==> src/rtl/core/tfr_pkg.sv <==
// Triangle tangent frame: shared widths, job record, state encodings and helpers.
// Depends on nothing; every other file of the block imports it.
package tfr_pkg;

    localparam int POS_W   = 24;
    localparam int TEX_W   = 16;
    localparam int UNIT_W  = 16;
    localparam int FRAC_W  = UNIT_W - 2;

    // Edge and UV delta widths, one extra bit for the difference.
    localparam int E_W     = POS_W + 1;
    localparam int D_W     = TEX_W + 1;
    localparam int OP_W    = (E_W > D_W) ? E_W : D_W;
    localparam int PROD_W  = 2 * OP_W;
    localparam int MAG_W   = PROD_W + 1;
    localparam int SHRINK  = (POS_W > 30) ? (POS_W - 30) : 0;

    // Normalizer: magnitudes are aligned so the largest has its top bit at NORM_MSB.
    localparam int NORM_MSB   = 29;
    localparam int SQ_W       = 2 * (NORM_MSB + 1);
    localparam int RAD_W      = SQ_W + 2;
    localparam int ROOT_STEPS = RAD_W / 2;
    localparam int ROOT_W     = NORM_MSB + 2;
    localparam int QUO_W      = FRAC_W + 2;
    localparam int DIV_W      = ROOT_W + QUO_W;
    localparam int CNT_W      = $clog2(ROOT_STEPS + 1);

    // Product sequence: ten two-term differences.
    localparam int N_RES     = 10;
    localparam int MUL_STEPS = 2 * N_RES;
    localparam int STEP_W    = $clog2(MUL_STEPS + 1);
    localparam int RES_IDX_W = $clog2(N_RES);

    // Stream layout.
    localparam int OFF_PY  = POS_W;
    localparam int OFF_PZ  = 2 * POS_W;
    localparam int OFF_U   = 3 * POS_W;
    localparam int OFF_V   = OFF_U + TEX_W;
    localparam int OFF_N   = OFF_V + TEX_W;
    localparam int IN_W    = OFF_N + 3 * UNIT_W;
    localparam int IN_TDATA_W  = ((IN_W + 7) / 8) * 8;
    localparam int OUT_W   = 9 * UNIT_W;
    localparam int OUT_TDATA_W = ((OUT_W + 7) / 8) * 8;
    localparam int OFF_TAN = 3 * UNIT_W;

    localparam int FIFO_DEPTH = 2;

    // Corner codes.
    localparam logic [1:0] CORNER_0    = 2'd0;
    localparam logic [1:0] CORNER_1    = 2'd1;
    localparam logic [1:0] CORNER_LAST = 2'd2;
    localparam logic [1:0] CORNER_NONE = 2'd3;

    // Register index.
    localparam logic [0:0] REG_RENORM = 1'd0;

    typedef struct packed {
        logic [2:0][E_W-1:0]    e1;
        logic [2:0][E_W-1:0]    e2;
        logic [D_W-1:0]         d1u;
        logic [D_W-1:0]         d1v;
        logic [D_W-1:0]         d2u;
        logic [D_W-1:0]         d2v;
        logic [2:0][2:0][UNIT_W-1:0] n;   // [corner][axis]
    } t_job;

    typedef enum logic [2:0] {
        BS_IDLE, BS_MUL, BS_NSTART, BS_NWAIT, BS_EMIT
    } t_bstate;

    typedef enum logic [2:0] {
        US_IDLE, US_SHIFT, US_SQUARE, US_ROOT, US_DLOAD, US_DIV, US_DONE
    } t_ustate;

    function automatic logic signed [E_W-1:0] shrink_edge(input logic signed [E_W-1:0] e);
        logic [E_W-1:0] mag;
        mag = e[E_W-1] ? E_W'(-e) : E_W'(e);
        mag = mag >> SHRINK;
        return e[E_W-1] ? $signed(-mag) : $signed(mag);
    endfunction

endpackage

==> src/rtl/core/tfr_front.sv <==
// Front end: takes corner requests, holds corners 0 and 1, forms one job per corner 2.
// Depends on tfr_pkg.
module tfr_front
    import tfr_pkg::*;
(
    input  logic                   i_clk,
    input  logic                   i_rst_n,
    input  logic                   i_valid,
    output logic                   o_ready,
    input  logic [1:0]             i_corner,
    input  logic [IN_TDATA_W-1:0]  i_data,
    input  logic                   i_full,
    output logic                   o_push,
    output t_job                   o_job
);

    logic signed [POS_W-1:0] r_pos [2][3];
    logic signed [TEX_W-1:0] r_tex [2][2];
    logic [UNIT_W-1:0]       r_nrm [2][3];

    logic signed [POS_W-1:0] w_p [3];
    logic signed [TEX_W-1:0] w_t [2];
    logic [UNIT_W-1:0]       w_n [3];
    logic                    w_acc;

    always_comb begin
        for (int i = 0; i < 3; i++) begin
            w_p[i] = $signed(i_data[i*POS_W +: POS_W]);
            w_n[i] = i_data[OFF_N + i*UNIT_W +: UNIT_W];
        end
        w_t[0] = $signed(i_data[OFF_U +: TEX_W]);
        w_t[1] = $signed(i_data[OFF_V +: TEX_W]);
    end

    assign o_ready = !i_full;
    assign w_acc   = i_valid && o_ready;
    assign o_push  = w_acc && (i_corner == CORNER_LAST);

    always_comb begin
        for (int i = 0; i < 3; i++) begin
            o_job.e1[i] = E_W'(E_W'(r_pos[1][i]) - E_W'(r_pos[0][i]));
            o_job.e2[i] = E_W'(E_W'(w_p[i]) - E_W'(r_pos[0][i]));
            o_job.n[0][i] = r_nrm[0][i];
            o_job.n[1][i] = r_nrm[1][i];
            o_job.n[2][i] = w_n[i];
        end
        o_job.d1u = D_W'(D_W'(r_tex[1][0]) - D_W'(r_tex[0][0]));
        o_job.d1v = D_W'(D_W'(r_tex[1][1]) - D_W'(r_tex[0][1]));
        o_job.d2u = D_W'(D_W'(w_t[0]) - D_W'(r_tex[0][0]));
        o_job.d2v = D_W'(D_W'(w_t[1]) - D_W'(r_tex[0][1]));
    end

    // corners 0 and 1 just overwrite their slot; the unused code is dropped
    always_ff @(posedge i_clk) begin
        if (w_acc && (i_corner == CORNER_0 || i_corner == CORNER_1)) begin
            for (int i = 0; i < 3; i++) begin
                r_pos[i_corner[0]][i] <= w_p[i];
                r_nrm[i_corner[0]][i] <= w_n[i];
            end
            r_tex[i_corner[0]][0] <= w_t[0];
            r_tex[i_corner[0]][1] <= w_t[1];
        end
    end

endmodule

==> config.mk <==
export PLATFORM = sky130hd
export DESIGN_NAME = tfr_front
export DESIGN_NICKNAME = d
export VERILOG_FILES = /design/src/rtl/core/tfr_pkg.sv /design/src/rtl/core/tfr_front.sv
export SDC_FILE = /design/constraint.sdc
export NUM_CORES = 1
export LEC_CHECK = 0
export ABC_AREA = 1
export BUFFER_PORTS_ARGS = -buffer_cell sky130_fd_sc_hd__buf_2
export CAP_MARGIN = 20
export CORE_UTILIZATION = 50
export DETAILED_ROUTE_END_ITERATION = 10
export PLACE_DENSITY = 0.74
export SETUP_SLACK_MARGIN = 0.02
export SLEW_MARGIN = 20
export SYNTH_ARGS = -nofsm -noshare
export SYNTH_HDL_FRONTEND = slang
export SYNTH_SLANG_ARGS = --single-unit
==> constraint.sdc <==
create_clock -name i_clk -period 24.1 [get_ports i_clk]
set_clock_uncertainty 0.1 [all_clocks]
set_input_delay 1.205 -clock i_clk [delete_from_list [all_inputs] [get_ports i_clk]]
set_output_delay 1.205 -clock i_clk [all_outputs]
set_load 0.05 [all_outputs]
==> metrics <==
status complete, no violations; area grow syn2layout 16.95%; launch point of the worst path i_data[24]; final design utilization 59.48%; TritonCTS clock tree built; CTS Buf Count 35; CP required 22.79 ns; total negative slack 0 ns; post-synth top area share 37.43%; CTS clk-pin slew, worst paths 0.06 ns; pwr/cell area 57.93 mW/mm2; Final Cell Area 0.02852 mm2; number of library cell types mapped by synthesis 24; die height between 200 and 250 um; total global-route track usage between 20% and 30%; synth top area cells edfxtp_1, nand2_1, inv_1; hold path startpoint i_data[113]; DR iter-0 viols approximately 1200; root buffer cell clkbuf_16; port bufs 520; hold_ws 0.7364 ns; syn nets 3810; synthesis-stage register bit count 304; Synth Cell Area approximately 0.024 mm2; type of origin of the critical path input pin; placement row count 80; via count 22242; crit-path most repeated cell nand2_1; Synth area leader edfxtp_1; H-tree Lvls 2; Leak Pwr 15.82 nW; fin crit share 18.79%; YS warnings 0; Period minus WS final approximately 4.5 ns; WHS Path Cells 1; CP Max Fanout 4; # Post-CTS Setup Buffers 0; hold_buf cts 0; Cells after Synth 3434; Post-Place Cells 4525; slowest CP cell fa_1; Fin. Hold Viols 0; post-cts sizing count 0; clk buf depth 3; Die X between 200 and 250 um; Crit. End Element output port; worst-path cell chain buf_2, inv_1, ha_1, fa_1, inv_1, nand2_1, nand2_1, nand3_1, nand2_2, nand2_1, nand2_1, xor2_1, buf_2; unrepaired setup endpoints after global routing no; antenna-violating nets left 0; DRC violations left 0; Starting Density between 50 and 60%; Max Fclk 220.8 MHz; drt wl/cell around 15 um; slew margin rel. 30.64%; Crit path largest cell delay roughly 0.43 ns; fin cells 4593; Placement Cell Area approximately 0.027 mm2; Hold Path Sink r_nrm[0][41]$_DFFE_PP_; worst min path class in2reg; Avg Cell Area, Syn ~7 um2; initial antenna violation count 9; largest net degree at the start of global routing 72; fill count about 4600; CP Data Arrival Time between 3 and 4 ns; vias in the first global route 21404; Pre-antenna DRT Iters 5; routed vias/inst about 4.8; final max-slew violation count 0; share of layout cells above drive strength 1 16.21%; Ports 522; Nets 4323; global-route wire length before repair 107.1 mm; Final HPWL DP 56.05 mm; Final Wtd Congestion 0.9595; Core Region 0.04795 mm2; CTS sink count 304; Post-Route WL between 60 and 70 mm; Slew @ Worst Pin 1.040 ns; Setup Crit Path Kind in2out; sequential-to-total area share from yosys stat 37.43%; total die area 0.04966 mm2; Peak VDD IR 0.06994 mV; Max-cap violations 0; remaining global-route overflow 0; final setup violation count 0
## cells in the mapped netlist
cell	number
nand2_1	1315
inv_1	736
edfxtp_1	304
nor2_1	239
ha_1	208
nand3_1	152
a21oi_1	130
xor2_1	95
buf_4	48
nand4_1	37
nor2_2	37
nor3_1	24
o21ai_0	21
nand2_2	18
nand3b_1	13
o21bai_1	11
fa_1	10
xnor2_1	10
and2_1	9
o21ai_2	7
or2_0	4
or2_2	3
nand3_2	2
o21ai_1	1
## state kept, by name (all words and copies together) (netlist names)
name	count
r_pos	144
r_nrm	96
r_tex	64
## logic make-up after synthesis
group	count (synthesis)	share of synthesized area, %
simple gates	1853	30.78
buf+inv	784	12.81
flops	304	37.43
fa+ha+maj	218	11.49
compound gates	170	3.710
xor+xnor	105	3.771
## where the power goes
group / internal (W) / leakage, nW / switching, W
combinational: 0.000132 / 12.5 / 0.000419
sequential: 0.000600 / 2.76 / 0.00000440
clock: 0.000272 / 0.511 / 0.000225
## cell usage in the layout (no fill, tap or decap), types with 4 or more instances in the layout
| cell | synthesis | layout |
|---|---|---|
| nor2_1 | 239 | 237 |
| buf_4 | 48 | 4 |
| clkinvlp_4 | 0 | 4 |
| nand3_1 | 152 | 152 |
| nor3_1 | 24 | 24 |
| nand4_1 | 37 | 37 |
| a21oi_1 | 130 | 130 |
| clkinv_2 | 0 | 4 |
| edfxtp_1 | 304 | 304 |
| xor2_1 | 95 | 95 |
| nand2_1 | 1315 | 1315 |
| clkbuf_16 | 0 | 35 |
| and2_1 | 9 | 9 |
| or2_0 | 4 | 4 |
| fa_1 | 10 | 10 |
| o21bai_1 | 11 | 11 |
| nand2_2 | 18 | 18 |
| inv_1 | 736 | 736 |
| nand3b_1 | 13 | 13 |
| o21ai_0 | 21 | 21 |
| diode_2 | 0 | 4 |
| clkinv_4 | 0 | 5 |
| clkinv_1 | 0 | 9 |
| nor2_2 | 37 | 37 |
| clkbuf_1 | 0 | 4 |
| buf_2 | 0 | 520 |
| xnor2_1 | 10 | 10 |
| o21ai_2 | 7 | 7 |
| ha_1 | 208 | 208 |
## per-layer routing
metal | up-vias | global-route usage, % | wire length, um
li1 | 11622 | - | -
met2 | 504 | 47.33 | 32190
met3 | 101 | 5.779 | 3917
met5 | - | 0 | 60
met1 | 10005 | 33.49 | 29310
met4 | 10 | 7.386 | 1608
## through the flow
stage | power, W | setup WS, ns
finish | 0.001652 | 19.57
global route | 0.001724 | 19.45
CTS | 0.001662 | 19.56
detailed placement | 0.001164 | 19.57
global placement | 0.001160 | 19.58
floorplan | 0.001029 | 15.32
## critical path, delay by kind of cell
kind,cells,cell delay [ns]
buffers and inverters,4,0.62
adder cells (fa/ha/maj),2,0.65
AND/OR/NAND/NOR,6,0.50
XOR/XNOR,1,0.24
## how the worst max path moves through the flow
stage                                  endpoint  slack, ns  depth (start not counted)
after floorplan           r_nrm[0][0]$_DFFE_PP_      15.32                          3
after global placement               o_job[224]      19.58                         13
after detailed placement             o_job[224]      19.57                         13
after CTS                            o_job[224]      19.56                         13
after global routing                 o_job[224]      19.45                         13
final                                o_job[249]      19.57                         13
## final cells by class
type                            count  area [um2]  area share, %
Timing Repair Buffer              524        2633          9.230
Sequential cell                   304        9129          32.01
Antenna cell                        4       10.01        0.03510
Clock buffer                       39       890.9          3.124
Multi-Input combinational cell   2346       12150          42.60
Inverter                          736        2763          9.687
Tap cell                          615       769.5          2.698
Clock inverter                     25       176.4         0.6186
Note: power is estimated with default switching activity, not from simulation.
