### config.mk
export PLATFORM = sky130hd
export DESIGN_NAME = tfr_fifo
export DESIGN_NICKNAME = d
export VERILOG_FILES = /design/src/rtl/core/tfr_pkg.sv /design/src/rtl/core/tfr_fifo.sv
export SDC_FILE = /design/constraint.sdc
export NUM_CORES = 1
export LEC_CHECK = 0
export BUFFER_PORTS_ARGS = -buffer_cell sky130_fd_sc_hd__buf_2
export CELL_PAD_IN_SITES_DETAIL_PLACEMENT = 0
export CELL_PAD_IN_SITES_GLOBAL_PLACEMENT = 2
export CORE_AREA = 4 4 283 285
export DETAILED_ROUTE_END_ITERATION = 16
export DIE_AREA = 0 0 287 289
export GPL_ROUTABILITY_DRIVEN = 0
export PLACE_DENSITY = 0.76
export SLEW_MARGIN = 20
export SYNTH_ARGS = -nofsm -noshare
export SYNTH_HDL_FRONTEND = slang
export SYNTH_SLANG_ARGS = --single-unit
### constraint.sdc
create_clock -name i_clk -period 38.9 [get_ports i_clk]
set_input_delay 7.78 -clock i_clk [delete_from_list [all_inputs] [get_ports i_clk]]
set_output_delay 7.78 -clock i_clk [all_outputs]
set_load 0.01 [all_outputs]
### src/rtl/core/tfr_pkg.sv
// Triangle tangent frame: shared widths, job record, state encodings and helpers.
// Depends on nothing; every other file of the block imports it.
package tfr_pkg;

    localparam int POS_W   = 24;
    localparam int TEX_W   = 16;
    localparam int UNIT_W  = 16;
    localparam int FRAC_W  = UNIT_W - 2;

    // Edge and UV delta widths, one extra bit for the difference.
    localparam int E_W     = POS_W + 1;
    localparam int D_W     = TEX_W + 1;
    localparam int OP_W    = (E_W > D_W) ? E_W : D_W;
    localparam int PROD_W  = 2 * OP_W;
    localparam int MAG_W   = PROD_W + 1;
    localparam int SHRINK  = (POS_W > 30) ? (POS_W - 30) : 0;

    // Normalizer: magnitudes are aligned so the largest has its top bit at NORM_MSB.
    localparam int NORM_MSB   = 29;
    localparam int SQ_W       = 2 * (NORM_MSB + 1);
    localparam int RAD_W      = SQ_W + 2;
    localparam int ROOT_STEPS = RAD_W / 2;
    localparam int ROOT_W     = NORM_MSB + 2;
    localparam int QUO_W      = FRAC_W + 2;
    localparam int DIV_W      = ROOT_W + QUO_W;
    localparam int CNT_W      = $clog2(ROOT_STEPS + 1);

    // Product sequence: ten two-term differences.
    localparam int N_RES     = 10;
    localparam int MUL_STEPS = 2 * N_RES;
    localparam int STEP_W    = $clog2(MUL_STEPS + 1);
    localparam int RES_IDX_W = $clog2(N_RES);

    // Stream layout.
    localparam int OFF_PY  = POS_W;
    localparam int OFF_PZ  = 2 * POS_W;
    localparam int OFF_U   = 3 * POS_W;
    localparam int OFF_V   = OFF_U + TEX_W;
    localparam int OFF_N   = OFF_V + TEX_W;
    localparam int IN_W    = OFF_N + 3 * UNIT_W;
    localparam int IN_TDATA_W  = ((IN_W + 7) / 8) * 8;
    localparam int OUT_W   = 9 * UNIT_W;
    localparam int OUT_TDATA_W = ((OUT_W + 7) / 8) * 8;
    localparam int OFF_TAN = 3 * UNIT_W;

    localparam int FIFO_DEPTH = 2;

    // Corner codes.
    localparam logic [1:0] CORNER_0    = 2'd0;
    localparam logic [1:0] CORNER_1    = 2'd1;
    localparam logic [1:0] CORNER_LAST = 2'd2;
    localparam logic [1:0] CORNER_NONE = 2'd3;

    // Register index.
    localparam logic [0:0] REG_RENORM = 1'd0;

    typedef struct packed {
        logic [2:0][E_W-1:0]    e1;
        logic [2:0][E_W-1:0]    e2;
        logic [D_W-1:0]         d1u;
        logic [D_W-1:0]         d1v;
        logic [D_W-1:0]         d2u;
        logic [D_W-1:0]         d2v;
        logic [2:0][2:0][UNIT_W-1:0] n;   // [corner][axis]
    } t_job;

    typedef enum logic [2:0] {
        BS_IDLE, BS_MUL, BS_NSTART, BS_NWAIT, BS_EMIT
    } t_bstate;

    typedef enum logic [2:0] {
        US_IDLE, US_SHIFT, US_SQUARE, US_ROOT, US_DLOAD, US_DIV, US_DONE
    } t_ustate;

    function automatic logic signed [E_W-1:0] shrink_edge(input logic signed [E_W-1:0] e);
        logic [E_W-1:0] mag;
        mag = e[E_W-1] ? E_W'(-e) : E_W'(e);
        mag = mag >> SHRINK;
        return e[E_W-1] ? $signed(-mag) : $signed(mag);
    endfunction

endpackage

### src/rtl/core/tfr_fifo.sv
// Short job queue between front and back end.
// Depends on tfr_pkg.
module tfr_fifo
    import tfr_pkg::*;
(
    input  logic  i_clk,
    input  logic  i_rst_n,
    input  logic  i_push,
    input  t_job  i_job,
    input  logic  i_pop,
    output logic  o_full,
    output logic  o_empty,
    output t_job  o_job
);

    localparam int PTR_W = $clog2(FIFO_DEPTH);

    t_job               r_mem [FIFO_DEPTH];
    logic [PTR_W-1:0]   r_wr, r_rd;
    logic [PTR_W:0]     r_cnt;

    assign o_full  = (r_cnt == (PTR_W+1)'(FIFO_DEPTH));
    assign o_empty = (r_cnt == '0);
    assign o_job   = r_mem[r_rd];

    always_ff @(posedge i_clk) begin
        if (i_push) r_mem[r_wr] <= i_job;
    end

    always_ff @(posedge i_clk) begin
        if (!i_rst_n) begin
            r_wr  <= '0;
            r_rd  <= '0;
            r_cnt <= '0;
        end else begin
            if (i_push) r_wr <= r_wr + 1'b1;
            if (i_pop)  r_rd <= r_rd + 1'b1;
            r_cnt <= r_cnt + (PTR_W+1)'(i_push) - (PTR_W+1)'(i_pop);
        end
    end

endmodule

==> results of run 1 <==
[cells by family (layout without fill, tap and decap cells)]
family | after synthesis | after routing | share of synthesized area (%)
xor gates and xnor gates | 2 | 2 | 0.116
and+or+nand+nor | 9 | 9 | 0.199
muxes | 362 | 362 | 17.6
adders and majority gates | 2 | 2 | 0.0924
DFF | 729 | 729 | 80.7
AOI/OAI and AO/OA | 1 | 1 | 0.0277
buffers and inverters | 42 | 882 | 1.33
other | 0 | 17 | 0
[worst register-to-register path, stage by stage, from the launching register on]
cell     delay (ns)
dfxtp_1        0.34
nor2b_4        0.63
buf_4          0.87
buf_4          0.83
buf_4          0.71
[power breakdown]
group | switching, mW | total, mW | internal, mW
sequential | 0.0129 | 0.923 | 0.910
clock | 0.295 | 0.691 | 0.396
combinational | 0.0980 | 0.191 | 0.0929
[placed cells by master (no fill, tap or decap), drive strengths merged]
cell type and instances:
nor2 1, edfxtp 724, clkbuf 98, inv 6
clkinvlp 2, buf 739, clkinv 35, ha 2
diode 17, o21a 1, mux2 362, and2 4
xnor3 1, xor2 1, bufinv 2, dfxtp 5
nor2b 4
[cells in the mapped netlist]
master / instances
buf_4: 11
edfxtp_1: 724
mux2_4: 180
inv_1: 2
buf_2: 9
xnor3_1: 1
o21a_1: 1
ha_1: 2
and2_1: 4
buf_6: 20
mux2_2: 182
dfxtp_1: 5
xor2_1: 1
nor2_1: 1
nor2b_1: 4
[sequential cells by signal, summed over array words and instances, names as in the netlist, named ones only]
register	cells
r_mem	724
r_wr	1
r_rd	1
r_cnt	2
[per-layer routing]
layer  up-vias  wire, um
li1       6181         -
met1      6815     22300
met2       488     34500
met3       133      5490
met4        22      2230
met5         -       134
[worst max path at each step]
stage,cells after the start,endpoint,slack [ns],start
finish,5,o_job[189],26.34,flop
global route,5,o_job[241],26.03,flop
CTS,5,o_job[189],26.20,flop
detailed placement,5,o_job[189],26.88,flop
global placement,5,o_job[258],26.97,flop
floorplan,2,r_wr$_SDFFE_PN0P_,14.29,i_push
[per-stage QoR]
| stage | instances | hold slack (ns) | instance area [sq um] | worst slack [ns] | total power, mW |
|---|---|---|---|---|---|
| floorplan | 1147 | 0.555 | 27100 | 14.29 | 1.07 |
| global placement | 2886 | 0.567 | 31800 | 26.97 | 1.13 |
| detailed placement | 2886 | 0.571 | 31800 | 26.88 | 1.13 |
| CTS | 3027 | 0.590 | 34200 | 26.20 | 1.83 |
| global route | 3040 | 0.606 | 34200 | 26.03 | 1.88 |
| finish | 3044 | 0.588 | 34200 | 26.34 | 1.80 |
[area by class of cell]
class / count / area [sq um]
fillers: 6848 / 43100
flip-flops and latches: 729 / 21800
multi-input cells: 376 / 4880
repair buffers: 739 / 3770
clock buffers: 98 / 2090
well taps: 1040 / 1300
clock inverters: 43 / 309
diodes: 17 / 42.5
inverters: 2 / 7.51
==> flow_summary_export.csv, run 1 <==
group,metric,value,unit
grt,grt_max_degree,167,
clocking,cts_tree,"yes",
routing,vias_per_cell,4.48,
worst_setup_path,critPathKind,"reg2out",
synthesis,synth_top_area_share,80.3,%
clocking,clockBufferDepth,3,
final_layout,final_util,44.3,%
timing,tightest_slew,1.15,ns
clocking,ctsResizeCount,0,
worst_setup_path,cp-start-kind,"flop",
worst_setup_path,max_stage_delay,0.96,ns
worst_setup_path,rr_worst_depth,4,
grt,overflow,0,
die,die_h,289,um
worst_setup_path,slowest_stage,"dfxtp_4",
synthesis,syn_area,27100,sq um
timing,fin_crit_sh,32.3,%
worst_setup_path,r2r_setup_slack,35.09,ns
die,dieArea,82900,sq um
power_and_ir_drop,ir_drop,0.0460,mV
power_and_ir_drop,cellLeakagePower,13.1,nW
place,place_hpwl,45400,um
final_layout,final_nets,2295,
synthesis,syn_inst,1147,
clocking,cts_setup_buffers,0,
clocking,clk_pin_slew_worst_paths,0.06,ns
clocking,clkSinkCount,729,
synthesis,syn-num-nets,1515,
routing,ant_nets,0,
clocking,h-tree-depth,3,
timing,hold_viol_final,0,
routing,drt_iter0_drc,722,
flow_run,max_cap_viol_count,0,
routing,drc,0,
worst_hold_path,worstHoldStart,"r_rd$_SDFFE_PN0P_",
final_layout,drive_gt1_share,61.3,%
clocking,cts_root_buf,"clkbuf_16",
die,num_io_pins,730,
die,fp-row-count,102,
grt,grt_pass1_vias,14536,
die,core,77300,sq um
synthesis,yosysTopAreaCell,"edfxtp_1",
routing,drt_pass1_iterations,4,
worst_setup_path,crit_family,"buffers and inverters",
timing,finalMaxSlewViolations,0,
synthesis,ys_seq_elements,729,
die,start_util,35.0,%
worst_setup_path,r2r_start,"r_wr$_SDFFE_PN0P_",
worst_setup_path,r2r-end,"r_mem[0][198]$_DFFE_PP_",
clocking,cts_buffers,79,
grt,antenna_found_initial,28,
synthesis,synth.distinct_cells,15,
worst_setup_path,cp_max_fo,71,
run_status,status,"finished, final reports clean",
grt,use_met1,15.3,%
worst_setup_path,endpoint_kind,"output port",
grt,grt_pass1_wl,91800,um
worst_setup_path,crit_arrival,4.78,ns
worst_setup_path,path_common_cell,"buf_4",
grt,grt.busiest_layer,"met2",
grt,grt_usage,14.7,%
worst_setup_path,crit_chain,"buf_4 > buf_4 > buf_4 > mux2_4 > buf_2",
synthesis,synth_warnings,0,
timing,final-setup-viol-count,0,
grt,gr-usage-met2,26.6,%
synthesis,syn_avg_cell_area,23.6,sq um
worst_setup_path,required,31.12,ns
power_and_ir_drop,power_density,52.7,nW/um^2
timing,min_period,12.56,ns
timing,max_freq,79.6,MHz
timing,rsz0062_at_grt,"false",
timing,tns,0,ns
routing,drt-total-wl,64700,um
place,port_buffers,729,
routing,wl_per_cell,21.3,um
routing,num_vias,13639,
worst_setup_path,worstPathBufferInverterCount,4,
final_layout,area_delta_synth_final,26.5,%
timing,fin_skew,0.0189,ns
timing,relSlewSlack,23.2,%
synthesis,seq_area_frac_synth,80.7,%
synthesis,synth_area_leaders,"edfxtp_1 80%, mux2_4 10%, mux2_2 7.6%",
grt,grtUsageMet3,5.60,%
clocking,cts_hold_buf,0,
worst_hold_path,min_path_cells,2,
worst_hold_path,hold_class,"reg2reg",
die,die_w,287,um
clocking,clock_latency,0.59,ns
No activity file was read; power rests on OpenSTA's default activity.
==> run 2, diff against run 1 <==
--- a/config.mk
+++ b/config.mk
@@ -8,11 +8,11 @@
 export BUFFER_PORTS_ARGS = -buffer_cell sky130_fd_sc_hd__buf_2
 export CELL_PAD_IN_SITES_DETAIL_PLACEMENT = 0
 export CELL_PAD_IN_SITES_GLOBAL_PLACEMENT = 2
-export CORE_AREA = 4 4 283 285
+export CORE_AREA = 4 4 285 287
 export DETAILED_ROUTE_END_ITERATION = 16
-export DIE_AREA = 0 0 287 289
+export DIE_AREA = 0 0 289 291
 export GPL_ROUTABILITY_DRIVEN = 0
-export PLACE_DENSITY = 0.76
+export PLACE_DENSITY = 0.75
 export SLEW_MARGIN = 20
 export SYNTH_ARGS = -nofsm -noshare
 export SYNTH_HDL_FRONTEND = slang
==> constraint.sdc (replaced) <==
create_clock -name i_clk -period 12.8 [get_ports i_clk]
set_input_delay 2.56 -clock i_clk [delete_from_list [all_inputs] [get_ports i_clk]]
set_output_delay 2.56 -clock i_clk [all_outputs]
set_load 0.01 [all_outputs]
==> run 2 against run 1 <==
Die area is 1.4% higher; critical path depth is 1 lower; via count is 0.26% lower; global-route usage is 0.28 points lower; clock power grew to 3.2 times the previous value; critical path type unchanged; largest cell class unchanged.
==> flow_summary_export.csv, run 2 (synthesis results as in run 1) <==
group,metric,value,unit
final_layout,top_regs,"r_mem: 724 flops, r_cnt: 2 flops",
worst_setup_path,r2r_start,"r_wr$_SDFFE_PN0P_",
power_and_ir_drop,cellLeakagePower,13.1,nW
grt,antenna_found_initial,23,
grt,grt_usage,14.5,%
worst_hold_path,worstHoldStart,"r_rd$_SDFFE_PN0P_",
power_and_ir_drop,power_density,163,nW/um^2
timing,min_period,6.05,ns
clocking,cts_hold_buf,0,
timing,final-setup-viol-count,0,
routing,num_vias,13604,
worst_setup_path,endpoint_kind,"output port",
worst_hold_path,min_path_cells,2,
clocking,cts_setup_buffers,0,
die,die_h,291,um
final_layout,largest_reg_flops,724,
worst_setup_path,slowest_stage,"dfxtp_4",
clocking,cts_root_buf,"clkbuf_16",
routing,drt_pass1_iterations,5,
power_and_ir_drop,total_power,5.63,mW
die,fp-row-count,103,
final_layout,area_delta_synth_final,27.3,%
routing,drt_iter0_drc,711,
worst_setup_path,r2r-end,"r_mem[1][294]$_DFFE_PP_",
timing,hold_viol_final,0,
grt,grt_pass1_vias,14603,
final_layout,drive_gt1_share,60.9,%
clocking,clockBufferDepth,3,
final_layout,final_cell_mix,"729 x buf_2, 724 x edfxtp_1, 182 x mux2_2, 180 x mux2_4, 82 x clkbuf_16",
worst_setup_path,required,10.24,ns
grt,overflow,0,
routing,drc,0,
grt,grt_pass1_wl,91200,um
worst_setup_path,critPathKind,"reg2out",
timing,rsz0062_at_grt,"false",
clocking,clk_pin_slew_worst_paths,0.05,ns
flow_run,max_cap_viol_count,0,
clocking,clkSinkCount,729,
power_and_ir_drop,ir_drop,0.104,mV
timing,fin_crit_sh,47.3,%
worst_hold_path,hold_class,"reg2reg",
worst_setup_path,cp-start-kind,"flop",
place,dp_cells,2894,
final_layout,final_util,43.8,%
clocking,ctsResizeCount,0,
final_layout,final_common_cell,"buf_2",
clocking,clock_latency,0.61,ns
timing,tightest_slew,1.23,ns
worst_setup_path,cp_max_fo,128,
worst_setup_path,crit_family,"buffers and inverters",
routing,vias_per_cell,4.45,
timing,tns,0,ns
timing,fin_skew,0.0248,ns
final_layout,fin_cells,3055,
worst_setup_path,max_stage_delay,0.89,ns
timing,relSlewSlack,17.7,%
routing,wl_per_cell,21.0,um
routing,drt-total-wl,64200,um
die,core,78600,sq um
place,place_hpwl,44400,um
timing,whs,0.591,ns
grt,grt_max_degree,159,
worst_setup_path,r2r_setup_slack,10.36,ns
final_layout,top_register,"r_mem",
worst_setup_path,rr_worst_depth,2,
die,die_w,289,um
place,port_buffers,729,
timing,finalMaxSlewViolations,0,
timing,max_freq,165,MHz
clocking,cts_tree,"yes",
routing,ant_nets,0,
worst_setup_path,crit_arrival,3.49,ns
die,dieArea,84100,sq um
worst_hold_path,holdPathEnd,"r_rd$_SDFFE_PN0P_",
die,num_io_pins,730,
clocking,h-tree-depth,3,
clocking,cts_buffers,80,
worst_setup_path,worstPathBufferInverterCount,3,
die,start_util,34.4,%
final_layout,final_nets,2294,
worst_setup_path,crit_chain,"buf_12 > buf_4 > mux2_2 > buf_2",
run_status,status,"finished, final reports clean",
run 2: cell count changes in the layout (fill, tap and decap cells not counted), sizes merged:
| cell | delta |
|---|---|
| buf | -2 |
| inv | -3 |
| bufinv | +5 |
| clkinvlp | -1 |
| clkbuf | +8 |
| clkinv | -3 |
| diode | -3 |
run 2: worst reg2reg max path, stage by stage, from the launching register on:
cell     delay (ns)
dfxtp_1        0.38
and2_4         0.73
buf_12         0.69
run 2: per-stage QoR:
stage / setup WS [ns] / instance area [sq um]
2_1_floorplan: 0.343 / 27100
3_3_place_gp: 7.28 / 31800
3_5_place_dp: 7.20 / 31800
4_1_cts: 6.54 / 34400
5_1_grt: 6.46 / 34500
6_report: 6.75 / 34500
run 2: final cells by class:
| cell class | instances | area, sq um |
|---|---|---|
| inverter | 2 | 7.51 |
| sequential | 729 | 21800 |
| multi-input combinational | 376 | 4880 |
| tap | 1050 | 1310 |
| timing repair buffer | 737 | 3780 |
| fill | 6976 | 44200 |
| clock inverter | 41 | 443 |
| clock buffer | 106 | 2150 |
| antenna | 14 | 35.0 |
run 2: worst max path at each step:
stage	start	end	slack, ns	cells past startpoint
after floorplan	i_push	r_wr$_SDFFE_PN0P_	0.34	2
after global placement	flop	o_job[44]	7.28	4
after detailed placement	flop	o_job[14]	7.20	4
after CTS	flop	o_job[14]	6.54	4
after global routing	flop	o_job[14]	6.46	4
final	flop	o_job[14]	6.75	4
run 2: metal layers:
metal | GRT usage [%] | vias up | wire [um]
li1 | - | 6191 | -
met1 | 15.2 | 6736 | 22400
met2 | 25.9 | 536 | 33600
met3 | 5.22 | 129 | 5850
met4 | 6.20 | 12 | 2180
met5 | 0 | - | 69
run 2: where the power goes:
group | internal (mW) | switching (mW) | leakage [nW]
logic | 0.285 | 0.306 | 5.03
clock network | 1.33 | 0.902 | 1.26
registers | 2.77 | 0.0357 | 6.84
total | 4.38 | 1.24 | 13.1
==> run 3, diff against run 2 <==
--- a/config.mk
+++ b/config.mk
@@ -5,14 +5,16 @@
 export SDC_FILE = /design/constraint.sdc
 export NUM_CORES = 1
 export LEC_CHECK = 0
+export ABC_AREA = 1
 export BUFFER_PORTS_ARGS = -buffer_cell sky130_fd_sc_hd__buf_2
 export CELL_PAD_IN_SITES_DETAIL_PLACEMENT = 0
 export CELL_PAD_IN_SITES_GLOBAL_PLACEMENT = 2
-export CORE_AREA = 4 4 285 287
+export CORE_ASPECT_RATIO = 1.5
+export CORE_MARGIN = 4
+export CORE_UTILIZATION = 35
 export DETAILED_ROUTE_END_ITERATION = 16
-export DIE_AREA = 0 0 289 291
 export GPL_ROUTABILITY_DRIVEN = 0
-export PLACE_DENSITY = 0.75
+export PLACE_DENSITY = 0.79
 export SLEW_MARGIN = 20
 export SYNTH_ARGS = -nofsm -noshare
 export SYNTH_HDL_FRONTEND = slang
==> constraint.sdc (replaced) <==
create_clock -name i_clk -period 5.4 [get_ports i_clk]
set_input_delay 1.08 -clock i_clk [delete_from_list [all_inputs] [get_ports i_clk]]
set_output_delay 1.08 -clock i_clk [all_outputs]
set_load 0.01 [all_outputs]
==> run 3 against run 2 <==
Combinational power is 110% higher; register-to-register slack got worse by 6.9 ns; non-clock buffer count is 5 higher; largest cell class unchanged.
==> flow_summary_export.csv, run 3 <==
group,metric,value,unit
final_layout,top_register,"r_mem",
routing,num_vias,13652,
final_layout,final_cell_mix,"729 x buf_2, 724 x edfxtp_1, 182 x mux2_2, 180 x mux2_4, 72 x clkbuf_16",
clocking,cts_buffers,71,
worst_hold_path,holdPathEnd,"r_rd$_SDFFE_PN0P_",
power_and_ir_drop,comb_power_share,9.9,%
worst_setup_path,cp-start-kind,"flop",
clocking,clkSinkCount,729,
timing,rsz0062_at_grt,"false",
synthesis,synth_top_area_share,80.4,%
synthesis,syn_avg_cell_area,23.3,sq um
timing,fin_skew,0.0268,ns
worst_hold_path,hold_class,"reg2reg",
worst_setup_path,required,4.32,ns
worst_setup_path,slowest_stage,"dfxtp_4",
die,die_w,235,um
worst_hold_path,worstHoldStart,"r_rd$_SDFFE_PN0P_",
routing,wl_per_cell,21.3,um
timing,hold_viol_final,0,
synthesis,synth_area_leaders,"edfxtp_1 80%, mux2_4 10%, mux2_2 7.6%",
clocking,ctsResizeCount,0,
synthesis,ys.flop_type,"edfxtp_1",
grt,grt_pass1_vias,14748,
clocking,cts_root_buf,"clkbuf_16",
power_and_ir_drop,power_density,370,nW/um^2
routing,ant_nets,0,
worst_setup_path,endpoint_kind,"output port",
synthesis,synth_warnings,0,
routing,drt_iter0_drc,640,
worst_setup_path,crit_chain,"buf_4 > mux2_2 > buf_2",
worst_setup_path,cp_max_fo,52,
final_layout,drive_gt1_share,60.7,%
synthesis,ys_seq_elements,729,
power_and_ir_drop,intPower,9.85,mW
timing,finalMaxSlewViolations,0,
final_layout,area_delta_synth_final,26.3,%
synthesis,yosysTopAreaCell,"edfxtp_1",
worst_setup_path,rr_worst_depth,3,
final_layout,final_nets,2302,
worst_hold_path,min_path_cells,2,
final_layout,largest_reg_flops,724,
synthesis,synth-async-reset-ratio,0,%
power_and_ir_drop,clock_power_share,37.6,%
grt,grt_usage,14.8,%
clocking,cts_hold_buf,0,
worst_setup_path,r2r_start,"r_wr$_SDFFE_PN0P_",
timing,tightest_slew,1.05,ns
timing,fin_crit_sh,70.4,%
synthesis,syn_area,27000,sq um
timing,fin_ws,1.60,ns
die,start_util,35.4,%
power_and_ir_drop,p_seq_share,52.6,%
clocking,clk_pin_slew_worst_paths,0.06,ns
clocking,cts_tree,"yes",
timing,min_period,3.80,ns
timing,whs,0.515,ns
worst_setup_path,crit_family,"flip-flops",
final_layout,top_regs,"r_mem: 724 flops, r_cnt: 2 flops",
grt,grt_pass1_wl,93000,um
timing,final-setup-viol-count,0,
worst_setup_path,worstPathBufferInverterCount,2,
place,dp_slack,2.14,ns
die,core,76500,sq um
worst_setup_path,crit_arrival,2.72,ns
worst_setup_path,max_stage_delay,0.92,ns
clocking,clock_latency,0.60,ns
synthesis,seq_area_frac_synth,80.8,%
routing,vias_per_cell,4.54,
grt,overflow,0,
place,place_hpwl,45300,um
die,die_h,348,um
synthesis,synth.most_common_cell,"edfxtp_1",
final_layout,final_common_cell,"buf_2",
clocking,cts_setup_buffers,0,
grt,grt_max_degree,163,
die,fp-row-count,124,
routing,drt-total-wl,64000,um
power_and_ir_drop,sw_frac_of_total,22.1,%
worst_setup_path,critPathKind,"reg2out",
power_and_ir_drop,cellLeakagePower,13.0,nW
flow_run,max_cap_viol_count,0,
die,dieArea,81900,sq um
synthesis,synth_edf_count,724,
place,port_buffers,729,
timing,relSlewSlack,30.2,%
worst_setup_path,r2r_setup_slack,3.41,ns
synthesis,syn_inst,1159,
routing,drt_pass1_iterations,4,
synthesis,syn-num-nets,1527,
grt,antenna_found_initial,23,
clocking,clockBufferDepth,3,
routing,drc,0,
clocking,h-tree-depth,3,
synthesis,netlist_top_cells_count,"724 x edfxtp_1, 182 x mux2_2, 180 x mux2_4, 20 x buf_6, 19 x buf_2",
worst_setup_path,r2r-end,"r_mem[1][20]$_DFFE_PP_",
die,num_io_pins,730,
timing,max_freq,263,MHz
run_status,status,"finished, final reports clean",
power_and_ir_drop,ir_drop,0.259,mV
power_and_ir_drop,switchingPower,2.79,mW
synthesis,synth.distinct_cells,13,
-- run 3: worst reg2reg max path, cell delays in order, from the launching register on --
cell and delay, ns:
dfxtp_1 0.49, nand2_8 0.08, clkinvlp_4 0.22, buf_12 0.51
-- run 3: through the flow --
| stage | cell area, sq um | power (mW) | std cells | util, % | TNS, ns |
|---|---|---|---|---|---|
| 6_report | 34200 | 12.6 | 3007 | 44.7 | 0 |
| 5_1_grt | 34200 | 13.2 | 3005 | 44.7 | 0 |
| 4_1_cts | 34100 | 12.8 | 2996 | 44.6 | 0 |
| 3_5_place_dp | 31900 | 8.04 | 2869 | 41.7 | 0 |
| 3_3_place_gp | 31900 | 8.01 | 2869 | 41.7 | 0 |
| 2_1_floorplan | 27100 | 7.50 | 1159 | - | -1089.26 |
-- run 3: cell type report --
cell class	instances	area, sq um
Inverter	7	42.5
Fill cell	6598	42300
Sequential cell	729	21800
Clock buffer	90	1890
Multi-Input combinational cell	383	4870
Tap cell	1008	1260
Timing Repair Buffer	742	3870
Antenna cell	11	27.5
Clock inverter	37	349
-- run 3: how the worst max path moves through the flow --
stage	from	endpoint	slack (ns)	cells past startpoint
2_1_floorplan	i_push	r_mem[1][0]$_DFFE_PP_	-1.55	2
3_3_place_gp	flop	o_job[79]	2.17	3
3_5_place_dp	flop	o_job[43]	2.14	3
4_1_cts	flop	o_job[111]	1.44	3
5_1_grt	flop	o_job[111]	1.41	3
6_report	flop	o_job[111]	1.60	3
-- run 3: logic make-up after synthesis --
group / after synthesis / share of synthesized area, %
flops: 729 / 80.8
compound gates: 1 / 0.0185
simple gates: 18 / 0.254
mux: 362 / 17.6
buf+inv: 47 / 1.31
fa+ha+maj: 2 / 0.0925
-- run 3: power groups by stage --
stage          logic, mW  clock network [mW]  registers, mW
3_3_place_gp        1.25                   0           6.76
6_report            1.25                4.75           6.65
4_1_cts             1.28                4.92           6.65
2_1_floorplan      0.713                   0           6.78
3_5_place_dp        1.27                   0           6.77
5_1_grt             1.34                5.17           6.67
-- run 3: routing by layer --
layer / up-vias / GRT usage, % / routed length, um
met2: 575 / 25.9 / 32600
met1: 6767 / 16.4 / 23500
li1: 6185 / - / -
met4: 12 / 5.73 / 2040
met5: - / 0 / 88
met3: 113 / 5.76 / 5730
